[config.mk]
export PLATFORM = sky130hd
export DESIGN_NAME = pin_range_registry_table
export DESIGN_NICKNAME = d
export VERILOG_FILES = /design/src/rtl/prrt_pkg.sv /design/src/rtl/pin_range_registry_table.sv
export SDC_FILE = /design/constraint.sdc
export NUM_CORES = 1
export LEC_CHECK = 0
export BUFFER_PORTS_ARGS = -buffer_cell sky130_fd_sc_hd__buf_4
export CAP_MARGIN = 10
export CORE_ASPECT_RATIO = 0.8
export CORE_MARGIN = 5
export CORE_UTILIZATION = 64
export CTS_BUF_LIST = sky130_fd_sc_hd__clkbuf_4
export CTS_CLUSTER_SIZE = 25
export DETAILED_ROUTE_END_ITERATION = 8
export PLACE_DENSITY = 0.8
export REMOVE_ABC_BUFFERS = 1
export SLEW_MARGIN = 20
export SYNTH_ARGS = -nofsm -noshare
export SYNTH_HDL_FRONTEND = slang
export SYNTH_SLANG_ARGS = --single-unit
[constraint.sdc]
create_clock -name aclk -period 7.4 [get_ports aclk]
set_input_delay 0.74 -clock aclk [delete_from_list [all_inputs] [get_ports aclk]]
set_output_delay 0.74 -clock aclk [all_outputs]
set_load 0.005 [all_outputs]
[src/rtl/prrt_pkg.sv]
// Types and codes shared by the pin range registry table.
package prrt_pkg;

    localparam int PIN_W   = 10;
    localparam int SIZE_W  = 11;
    localparam int TOTAL_W = 15;
    localparam int SLOT_W  = 4;
    localparam int CFG_W   = 2;

    localparam logic [1:0] OP_LOOKUP     = 2'd0;
    localparam logic [1:0] OP_REGISTER   = 2'd1;
    localparam logic [1:0] OP_UNREGISTER = 2'd2;

    localparam logic [2:0] ST_OK       = 3'd0;
    localparam logic [2:0] ST_ZERO     = 3'd1;
    localparam logic [2:0] ST_OUTSIDE  = 3'd2;
    localparam logic [2:0] ST_OVERLAP  = 3'd3;
    localparam logic [2:0] ST_FULL     = 3'd4;
    localparam logic [2:0] ST_NOTFOUND = 3'd5;
    localparam logic [2:0] ST_NOTBASE  = 3'd6;

    localparam logic [CFG_W-1:0] REG_LAST_PIN    = 2'd0;
    localparam logic [CFG_W-1:0] REG_ONCHIP_LAST = 2'd1;

    localparam logic [PIN_W-1:0] LAST_PIN_RESET    = 10'd1023;
    localparam logic [PIN_W-1:0] ONCHIP_LAST_RESET = 10'd255;

    typedef struct packed {
        logic [1:0]        operation;
        logic [PIN_W-1:0]  pin_index;
        logic [SIZE_W-1:0] range_size;
    } req_t;

    typedef struct packed {
        logic [2:0]         status;
        logic [SLOT_W-1:0]  slot;
        logic [PIN_W-1:0]   offset;
        logic [TOTAL_W-1:0] total_pins;
    } rsp_t;

endpackage

[src/rtl/pin_range_registry_table.sv]
// Pin range registry table: slot table with a one-slot-per-cycle scan sequencer.
//
//  channel   | handshake             | payload
//  ----------+-----------------------+--------------------------------------
//  request   | s_valid / s_ready     | s_data   (operation, pin, size)
//  response  | m_valid / m_ready     | m_data   (status, slot, offset, total)
//  config    | cfg_valid / cfg_ready | cfg_index, cfg_data
//
// A request is scanned by one compare unit, one slot per cycle, and
// then the finish step resolves status and updates the table and the running pin total.
// The response sits in an output register; the next request is taken while it waits.
// If a finished response finds the output register still full, the sequencer holds.
// Reset is synchronous: all slots empty, total zero, window registers at defaults.
module pin_range_registry_table
    import prrt_pkg::*;
#(
    parameter int NUM_SLOTS = 4
) (
    input  logic             aclk,
    input  logic             aresetn,
    input  logic             s_valid,
    output logic             s_ready,
    input  req_t             s_data,
    output logic             m_valid,
    input  logic             m_ready,
    output rsp_t             m_data,
    input  logic             cfg_valid,
    output logic             cfg_ready,
    input  logic [CFG_W-1:0] cfg_index,
    input  logic [PIN_W-1:0] cfg_data
);

    localparam int IDX_W = (NUM_SLOTS > 1) ? $clog2(NUM_SLOTS) : 1;
    localparam logic [IDX_W-1:0] LAST_IDX = IDX_W'(NUM_SLOTS - 1);

    typedef enum logic [2:0] {
        S_IDLE   = 3'b001,
        S_SCAN   = 3'b010,
        S_FINISH = 3'b100
    } state_t;

    state_t             state_reg, state_next;
    logic [IDX_W-1:0]   idx_reg;
    req_t               req_reg;
    logic [PIN_W-1:0]   last_pin_reg, onchip_last_reg;

    logic [NUM_SLOTS-1:0] slot_live_reg;
    logic [PIN_W-1:0]     slot_base_reg [NUM_SLOTS];
    logic [SIZE_W-1:0]    slot_size_reg [NUM_SLOTS];
    logic [TOTAL_W-1:0]   total_reg;

    logic               found_reg, free_found_reg, overlap_reg;
    logic [IDX_W-1:0]   cover_idx_reg, free_idx_reg;
    logic [PIN_W-1:0]   cover_base_reg;
    logic [SIZE_W-1:0]  cover_size_reg;

    logic               m_valid_reg;
    rsp_t               m_data_reg;

    // scan compare unit
    logic               cur_live;
    logic [PIN_W-1:0]   cur_base;
    logic [SIZE_W-1:0]  cur_size;
    logic [PIN_W+1:0]   cur_end, req_end;
    logic               cover_hit, overlap_hit;

    // finish stage
    logic               out_free, window_bad;
    rsp_t               rsp_next;
    logic               do_fill, do_free;

    assign s_ready   = (state_reg == S_IDLE);
    assign cfg_ready = 1'b1;
    assign m_valid   = m_valid_reg;
    assign m_data    = m_data_reg;
    assign out_free  = !m_valid_reg || m_ready;

    assign cur_live    = slot_live_reg[idx_reg];
    assign cur_base    = slot_base_reg[idx_reg];
    assign cur_size    = slot_size_reg[idx_reg];
    assign cur_end     = {2'b00, cur_base} + {1'b0, cur_size};
    assign req_end     = {2'b00, req_reg.pin_index} + {1'b0, req_reg.range_size};
    assign cover_hit   = cur_live && (req_reg.pin_index >= cur_base)
                         && ({2'b00, req_reg.pin_index} < cur_end);
    assign overlap_hit = cur_live && ({2'b00, req_reg.pin_index} < cur_end)
                         && ({2'b00, cur_base} < req_end);
    assign window_bad  = (req_end > ({2'b00, last_pin_reg} + 12'd1))
                         || (req_reg.pin_index <= onchip_last_reg);

    always_comb begin
        rsp_next            = '0;
        rsp_next.status     = ST_NOTFOUND;
        rsp_next.total_pins = total_reg;
        do_fill             = 1'b0;
        do_free             = 1'b0;
        case (req_reg.operation)
            OP_LOOKUP: begin
                if (found_reg) begin
                    rsp_next.status = ST_OK;
                    rsp_next.slot   = SLOT_W'(cover_idx_reg);
                    rsp_next.offset = req_reg.pin_index - cover_base_reg;
                end
            end
            OP_REGISTER: begin
                if (req_reg.range_size == '0) begin
                    rsp_next.status = ST_ZERO;
                end else if (window_bad) begin
                    rsp_next.status = ST_OUTSIDE;
                end else if (overlap_reg) begin
                    rsp_next.status = ST_OVERLAP;
                end else if (!free_found_reg) begin
                    rsp_next.status = ST_FULL;
                end else begin
                    rsp_next.status     = ST_OK;
                    rsp_next.slot       = SLOT_W'(free_idx_reg);
                    rsp_next.total_pins = total_reg + TOTAL_W'(req_reg.range_size);
                    do_fill             = 1'b1;
                end
            end
            OP_UNREGISTER: begin
                if (!found_reg) begin
                    rsp_next.status = ST_NOTFOUND;
                end else if (cover_base_reg != req_reg.pin_index) begin
                    rsp_next.status = ST_NOTBASE;
                end else begin
                    rsp_next.status     = ST_OK;
                    rsp_next.slot       = SLOT_W'(cover_idx_reg);
                    rsp_next.total_pins = total_reg - TOTAL_W'(cover_size_reg);
                    do_free             = 1'b1;
                end
            end
            default: begin
                rsp_next.status = ST_NOTFOUND;
            end
        endcase
    end

    always_comb begin
        state_next = state_reg;
        case (state_reg)
            S_IDLE: begin
                if (s_valid) state_next = S_SCAN;
            end
            S_SCAN: begin
                if (idx_reg == LAST_IDX) state_next = S_FINISH;
            end
            S_FINISH: begin
                if (out_free) state_next = S_IDLE;
            end
            default: begin
                state_next = S_IDLE;
            end
        endcase
    end

    always_ff @(posedge aclk) begin
        if (!aresetn) begin
            state_reg       <= S_IDLE;
            idx_reg         <= '0;
            last_pin_reg    <= LAST_PIN_RESET;
            onchip_last_reg <= ONCHIP_LAST_RESET;
            slot_live_reg   <= '0;
            total_reg       <= '0;
            found_reg       <= 1'b0;
            free_found_reg  <= 1'b0;
            overlap_reg     <= 1'b0;
            m_valid_reg     <= 1'b0;
            for (int i = 0; i < NUM_SLOTS; i++) begin
                slot_base_reg[i] <= '0;
                slot_size_reg[i] <= '0;
            end
        end else begin
            state_reg <= state_next;

            if (cfg_valid) begin
                if (cfg_index == REG_LAST_PIN) last_pin_reg <= cfg_data;
                if (cfg_index == REG_ONCHIP_LAST) onchip_last_reg <= cfg_data;
            end

            if ((state_reg == S_FINISH) && out_free) begin
                m_valid_reg <= 1'b1;
            end else if (m_ready) begin
                m_valid_reg <= 1'b0;
            end

            case (state_reg)
                S_IDLE: begin
                    if (s_valid) begin
                        req_reg        <= s_data;
                        idx_reg        <= '0;
                        found_reg      <= 1'b0;
                        free_found_reg <= 1'b0;
                        overlap_reg    <= 1'b0;
                    end
                end
                S_SCAN: begin
                    if (cover_hit && !found_reg) begin
                        found_reg      <= 1'b1;
                        cover_idx_reg  <= idx_reg;
                        cover_base_reg <= cur_base;
                        cover_size_reg <= cur_size;
                    end
                    if (!cur_live && !free_found_reg) begin
                        free_found_reg <= 1'b1;
                        free_idx_reg   <= idx_reg;
                    end
                    if (overlap_hit) overlap_reg <= 1'b1;
                    if (idx_reg != LAST_IDX) idx_reg <= idx_reg + 1'b1;
                end
                S_FINISH: begin
                    if (out_free) begin
                        m_data_reg  <= rsp_next;
                        total_reg   <= rsp_next.total_pins;
                        if (do_fill) begin
                            slot_live_reg[free_idx_reg] <= 1'b1;
                            slot_base_reg[free_idx_reg] <= req_reg.pin_index;
                            slot_size_reg[free_idx_reg] <= req_reg.range_size;
                        end
                        if (do_free) begin
                            slot_live_reg[cover_idx_reg] <= 1'b0;
                            slot_base_reg[cover_idx_reg] <= '0;
                            slot_size_reg[cover_idx_reg] <= '0;
                        end
                    end
                end
                default: begin
                end
            endcase
        end
    end

    // empty table carries no pins
    a_empty_total: assert property (@(posedge aclk) disable iff (!aresetn)
        (slot_live_reg == '0) |-> (total_reg == '0))
        else $error("pin total nonzero with empty table");

    // failed requests report slot and offset zero
    a_fail_zero: assert property (@(posedge aclk) disable iff (!aresetn)
        (m_valid_reg && (m_data_reg.status != ST_OK))
            |-> (m_data_reg.slot == '0) && (m_data_reg.offset == '0))
        else $error("failed response with nonzero slot or offset");

    // a response is loaded only from the finish step
    a_rsp_source: assert property (@(posedge aclk) disable iff (!aresetn)
        $rose(m_valid_reg) |-> ($past(state_reg) == S_FINISH))
        else $error("response raised outside finish step");

    // total never exceeds table capacity
    a_total_cap: assert property (@(posedge aclk) disable iff (!aresetn)
        32'(total_reg) <= 32'(NUM_SLOTS * 1024))
        else $error("pin total beyond table capacity");

endmodule

==> metrics.md, run 1 <==
| Metric | Value |
|---|---|
| Max Cap Viol | `0` |
| Worst Setup EP | `slot_base_reg[2][2]` |
| Resize count post-CTS | `0` |
| Clock sinks | `212` |
| RSZ-0062 raised after global routing | `no` |
| Antenna violations before repair | `1` |
| First-pass GRT wire length | `51400 µm` |
| Final number of setup-violating endpoints | `0` |
| CP startpoint kind | `flip-flop` |
| Die Footprint | `22400 µm²` |
| Worst-path fanout max | `29` |
| H-tree depth | `2` |
| DR pass1 iterations | `6` |
| TNS Setup | `0 ns` |
| R2R Path Start | `req_reg[0]` |
| Leak pwr | `5.74 nW` |
| Setup crit end kind | `flip-flop` |
| Post-synth EDFFs | `162` |
| Die width | `166 µm` |
| Final wirelength | `33500 µm` |
| Slew HR | `0.212` |
| Yosys warns | `0` |
| DR WL/cell | `21.2 µm` |
| Gr usage total | `0.294` |
| Fillers | `1354` |
| Ports | `75` |
| Unique masters post-synth | `78` |
| Clock buffer depth | `3` |
| DRC | `0` |
| Root Driver | `clkbuf_4` |
| Final Skew | `0.0645 ns` |
| Post-place setup slack | `1.11 ns` |
| Average size of a mapped cell | `10.5 µm²` |
| TritonCTS Buffers | `52` |
| DP HPWL | `24400 µm` |
| Fin crit period | `6.45 ns` |
| Core Rows | `45` |
| Crit path kind | `flip-flop to flip-flop` |
| Yosys top cell area share | `0.390` |
| RePlAce Congestion | `0.953` |
| Worst hold stages | `1` |
| Final Cycle Share | `0.871` |
| Total power | `0.00274 W` |
| Starting Density | `0.654` |
| Predominant post-synthesis flop cell | `edfxtp_1` |
| Vias | `9888` |
| Slew @ Worst Pin | `1.17 ns` |
| WP data required | `7.68 ns` |
| Post-CTS setup buffer count | `0` |
| Worst-path clk slew | `0.07 ns` |
| Commonest cells after routing, fill and taps aside | `edfxtp_1 (162), ha_1 (104), nand2_1 (98), a21oi_1 (86), buf_4 (82)` |
| Core area | `19100 µm²` |
| CTS tree | `built` |
| Status | `finished, final reports clean` |
| Clk_lat worst skew | `0.71 ns` |
| R2R setup slack | `0.95 ns` |
| Synth top area cells | `edfxtp_1 (39%), ha_1 (10%), dfxtp_1 (8.0%)` |
| Die Height | `135 µm` |
| Fin nets | `1427` |
| Critical Path Source | `req_reg[0]` |
| Leading cell type in the layout, fill and taps excluded | `edfxtp_1` |
| Initial detailed-routing violation count | `1026` |
| Final hold vios | `0` |
| Worst R2R End | `slot_base_reg[2][2]` |
| CTS Hold Bufs | `0` |
| Power Density | `197 nW/µm²` |
| R2r worst-path depth | `21` |
| Routed Antenna Nets | `0` |
| Layout cell share with drive strength beyond 1 | `0.158` |
| Seq/Total Area, Yosys | `0.470` |
| Fmax achieved | `155 MHz` |
| Mapped Cells | `1189` |
| CP Data Arrival Time | `6.73 ns` |
| Tightest Hold Check Type | `primary input to flip-flop` |
| Async SR Flop Fraction | `0` |
| Max reg flops | `44` |
| Vias per Instance | `6.26` |
| Largest net degree at the start of global routing | `42` |
| Slew Limit Fails | `0` |
| Total congestion overflow | `0` |
| Setup slack after layout | `0.953 ns` |
| Synth Register Bits | `212` |
| Vias in the first global route | `9599` |
| Syn-to-layout area delta | `11.6%` |
| PortBufs | `71` |
| Post-Syn Area | `12500 µm²` |
| Most area-hungry cell type in the Yosys netlist | `edfxtp_1` |
| Peak VDD IR | `0.000148 V` |
layer usage:
metal	up-vias	track usage	part of all wire
met3	91	0.100	0.12
met2	572	0.473	0.46
met1	4638	0.374	0.39
li1	4587	-	-
met5	-	0	0
met4	0	0.107	0.033
critical path: stages, from the launching register on:
cell       delay [ns]
edfxtp_1         0.45
ha_1             0.28
fa_1             0.43
a21o_1           0.18
a21oi_1          0.24
nor2_1           0.07
a211o_1          0.31
a21o_1           0.19
a21oi_1          0.22
o21ai_0          0.14
xor2_1           0.17
ha_1             0.36
o211ai_1         0.12
nor2_1           0.10
a2111oi_4        0.29
o2111a_1         0.23
a22o_2           0.50
nand2_4          0.16
o31a_1           0.29
a211oi_2         0.19
buf_4            0.25
nand2b_1         0.83
final cells by class:
type | instances | area (µm²) | area share
Multi-Input combinational cell | 853 | 6160 | 0.443
Sequential cell | 212 | 5870 | 0.421
Timing Repair Buffer | 82 | 616 | 0.0442
Clock buffer | 76 | 571 | 0.0410
Tap cell | 258 | 323 | 0.0232
Inverter | 77 | 289 | 0.0208
Clock inverter | 20 | 93.8 | 0.00674
Antenna cell | 1 | 2.50 | 0.000180
cells in the mapped netlist, types with 22 or more instances:
cell / count
a21oi_1: 86
and2_1: 49
and3_1: 26
clkbuf_1: 32
dfxtp_1: 50
edfxtp_1: 162
ha_1: 104
inv_1: 75
mux4_2: 22
nand2_1: 98
nand3_1: 32
nor2_1: 73
nor2b_1: 33
nor3_1: 25
o21ai_0: 61
xnor2_1: 27
power breakdown:
group / leakage, nW / switching (W) / internal, W
sequential: 1.99 / 0.0000352 / 0.00131
combinational: 3.35 / 0.000254 / 0.000173
clock: 0.395 / 0.000488 / 0.000478
worst min-delay path by stage:
stage | slack, ns | end | startpoint
2_1_floorplan | 0.44 | onchip_last_reg[8] | onchip_last_reg[8]
3_3_place_gp | 0.45 | onchip_last_reg[8] | onchip_last_reg[8]
3_5_place_dp | 0.46 | onchip_last_reg[8] | onchip_last_reg[8]
4_1_cts | 0.19 | req_reg[22] | s_data[22]
5_1_grt | 0.18 | req_reg[7] | s_data[7]
6_report | 0.21 | req_reg[7] | s_data[7]
kinds of logic after synthesis:
group / after synthesis / share of synthesized area
compound gates: 280 / 0.144
xor+xnor: 46 / 0.0323
fa+ha+maj: 110 / 0.113
other cells: 2 / 0.000602
simple gates: 389 / 0.158
mux: 25 / 0.0422
flops: 212 / 0.470
buf+inv: 125 / 0.0399
through the flow:
| stage | hold WS [ns] | util | instances | cell area, µm² |
|---|---|---|---|---|
| 6_report | 0.212 | 0.730 | 1579 | 13900 |
| 5_1_grt | 0.184 | 0.730 | 1579 | 13900 |
| 4_1_cts | 0.186 | 0.729 | 1578 | 13900 |
| 3_5_place_dp | 0.464 | 0.694 | 1482 | 13200 |
| 3_3_place_gp | 0.446 | 0.694 | 1482 | 13200 |
| 2_1_floorplan | 0.436 | - | 1142 | 12300 |
No activity file was read; power rests on OpenSTA's default activity.
==> run 2, diff against run 1 <==
- CORE_MARGIN: 5 -> not set
- CORE_UTILIZATION: 64 -> 45
- PLACE_DENSITY: 0.8 -> 0.59
==> run 2 against run 1 <==
Against the previous run: sequential cell count did not move; wire length grew 0.22%; cell count increased by 7.3%; clock power increased by 5%; non-clock buffer count is 4 higher; power rose by 1.6%; die area up 27%; global-route usage down 5.4 points; sequential share of layout area fell by 0.61 points; critical path depth is the same; highest routed layer unchanged.
==> metrics.md, run 2 (synthesized netlist as in run 1, its figures left out) <==
| Metric | Value |
|---|---|
| Root Driver | `clkbuf_4` |
| Ports | `75 (unchanged)` |
| Starting Density | `0.458 (-0.196)` |
| Vias | `9577 (-3.1%)` |
| Post-CTS setup buffer count | `0 (unchanged)` |
| Final Skew | `0.0477 ns (-0.0168 ns)` |
| Tightest Hold Check Type | `primary input to flip-flop` |
| Vias in the first global route | `8987 (-6.4%)` |
| CP Data Arrival Time | `6.35 ns (-0.38 ns)` |
| Routed length on met3 | `2280 µm (-43%)` |
| Slew HR | `0.445 (+0.233)` |
| Vias per Instance | `5.65 (-9.8%)` |
| WP data required | `7.71 ns (+0.03 ns)` |
| Resize count post-CTS | `0 (unchanged)` |
| Status | `finished, final reports clean` |
| Total congestion overflow | `0 (unchanged)` |
| TritonCTS Buffers | `56 (+7.7%)` |
| Slew @ Worst Pin | `0.831 ns (-0.342 ns)` |
| RePlAce Congestion | `0.913 (-4.2%)` |
| Leak pwr | `5.79 nW (+0.85%)` |
| Max Cap Viol | `0 (unchanged)` |
| CP startpoint kind | `flip-flop` |
| RSZ-0062 raised after global routing | `no` |
| DRC | `0 (unchanged)` |
| Die Height | `151 µm (+12%)` |
| Placed instance area | `13400 µm² (+1.2%)` |
| Setup crit end kind | `flip-flop` |
| Post-Layout Inst Area | `14100 µm² (+1.4%)` |
| Max Used Layer | `met4` |
| Clock buffer depth | `3 (unchanged)` |
| Metal-1 WL | `15600 µm (+18%)` |
| Final number of setup-violating endpoints | `0 (unchanged)` |
| Clock sinks | `212 (unchanged)` |
| Crit path kind | `flip-flop to flip-flop` |
| Fin crit period | `6.04 ns (-0.405 ns)` |
| Slew Limit Fails | `0 (unchanged)` |
| First-pass GRT wire length | `51100 µm (-0.64%)` |
| CTS tree | `built` |
| Peak VDD IR | `0.000114 V (-23%)` |
| Syn-to-layout area delta | `13.2%` |
| Largest net degree at the start of global routing | `42 (unchanged)` |
| Initial detailed-routing violation count | `819 (-20%)` |
| Fmax achieved | `166 MHz (+6.7%)` |
| PortBufs | `71 (unchanged)` |
| Power Density | `197 nW/µm² (+0.19%)` |
| Commonest cells after routing, fill and taps aside | `edfxtp_1 (162), ha_1 (104), nand2_1 (98), a21oi_1 (86), buf_4 (86)` |
| Die Footprint | `28400 µm² (+27%)` |
| Leading cell type in the layout, fill and taps excluded | `edfxtp_1` |
| Final wirelength | `33500 µm (+0.22%)` |
| Core area | `27200 µm² (+43%)` |
| Fin nets | `1435 (+0.56%)` |
| Antenna violations before repair | `1 (unchanged)` |
| Worst-path fanout max | `29 (unchanged)` |
| Layout cell share with drive strength beyond 1 | `0.161 (+0.00269)` |
| Die width | `188 µm (+13%)` |
| DP HPWL | `24500 µm (+0.42%)` |
| Worst-path clk slew | `0.07 ns (about the same)` |
| DR WL/cell | `19.8 µm (-6.6%)` |
| H-tree depth | `2 (unchanged)` |
| Core Rows | `54 (+20%)` |
| Met2 wire len | `15100 µm (-1.2%)` |
| Final Cycle Share | `0.816 (-0.0547)` |
| Clk_lat worst skew | `0.71 ns (about the same)` |
| Max reg flops | `44 (unchanged)` |
| TNS Setup | `0 ns (unchanged)` |
| Final hold vios | `0 (unchanged)` |
| CTS Hold Bufs | `0 (unchanged)` |
| Gr usage total | `0.240 (-0.0542)` |
| Routed Antenna Nets | `0 (unchanged)` |
| DR pass1 iterations | `5 (-1)` |
-- run 2: cell types whose count changed in the layout (fill, tap and decap cells not counted), sizes merged --
cell	change
buf	+4
bufinv	+1
clkbuf	+2
clkinv	+4
clkinvlp	-1
diode	+1
inv	-1
-- run 2: path summary, 6_finish.rpt --
kind / cells after the start / start / end / slack (ns)
hold reg to reg: 2 / onchip_last_reg[9] / onchip_last_reg[9] / 0.46
setup / recovery: 21 / req_reg[0] / slot_size_reg[0][5] / 1.36
setup reg to reg: 21 / req_reg[0] / slot_size_reg[0][5] / 1.36
hold / removal: 1 / s_data[21] / req_reg[21] / 0.21
-- run 2: routing by layer --
layer,track usage,vias up
li1,-,4598
met1,0.335,4538
met2,0.384,374
met3,0.0412,67
met4,0.0679,0
met5,0,-
-- run 2: final cells by class --
cell class                      count  area (µm²)
Fill cell                        2459       13100
Multi-Input combinational cell    853        6160
Sequential cell                   212        5870
Timing Repair Buffer               86         646
Clock buffer                       78         586
Tap cell                          364         455
Inverter                           77         289
Clock inverter                     23         119
Antenna cell                        2        5.00
-- run 2: worst max-delay path, cell delays in order, from the launching register on --
cell       delay [ns]
edfxtp_1         0.45
ha_1             0.29
fa_1             0.42
a21o_1           0.17
a21oi_1          0.23
nor2_1           0.07
a211o_1          0.29
a21o_1           0.18
a21oi_1          0.20
o21ai_0          0.14
xor2_1           0.17
ha_1             0.35
o211ai_1         0.12
nor2_1           0.10
a2111oi_4        0.30
o2111a_1         0.23
a22o_2           0.52
nand2_4          0.16
o32a_1           0.33
o2bb2ai_1        0.12
buf_4            0.25
or2_2            0.55
-- run 2: where the power goes --
| part | switching [W] | total [W] | internal, W | leakage [nW] |
|---|---|---|---|---|
| combinational | 0.000252 | 0.000426 | 0.000173 | 3.38 |
| sequential | 0.0000331 | 0.00135 | 0.00131 | 1.99 |
| clock | 0.000492 | 0.00101 | 0.000522 | 0.422 |
| total | 0.000777 | 0.00279 | 0.00201 | 5.79 |
-- run 2: through the flow --
stage	hold WS, ns	instances	power (W)	setup slack (ns)	utilization
after detailed placement	0.449	1592	0.00180	1.43	0.492
after global routing	0.163	1695	0.00293	0.971	0.519
after floorplan	0.436	1142	0.00165	0.712	-
final	0.211	1695	0.00279	1.36	0.519
after CTS	0.155	1693	0.00281	1.41	0.518
after global placement	0.447	1592	0.00179	1.57	0.492
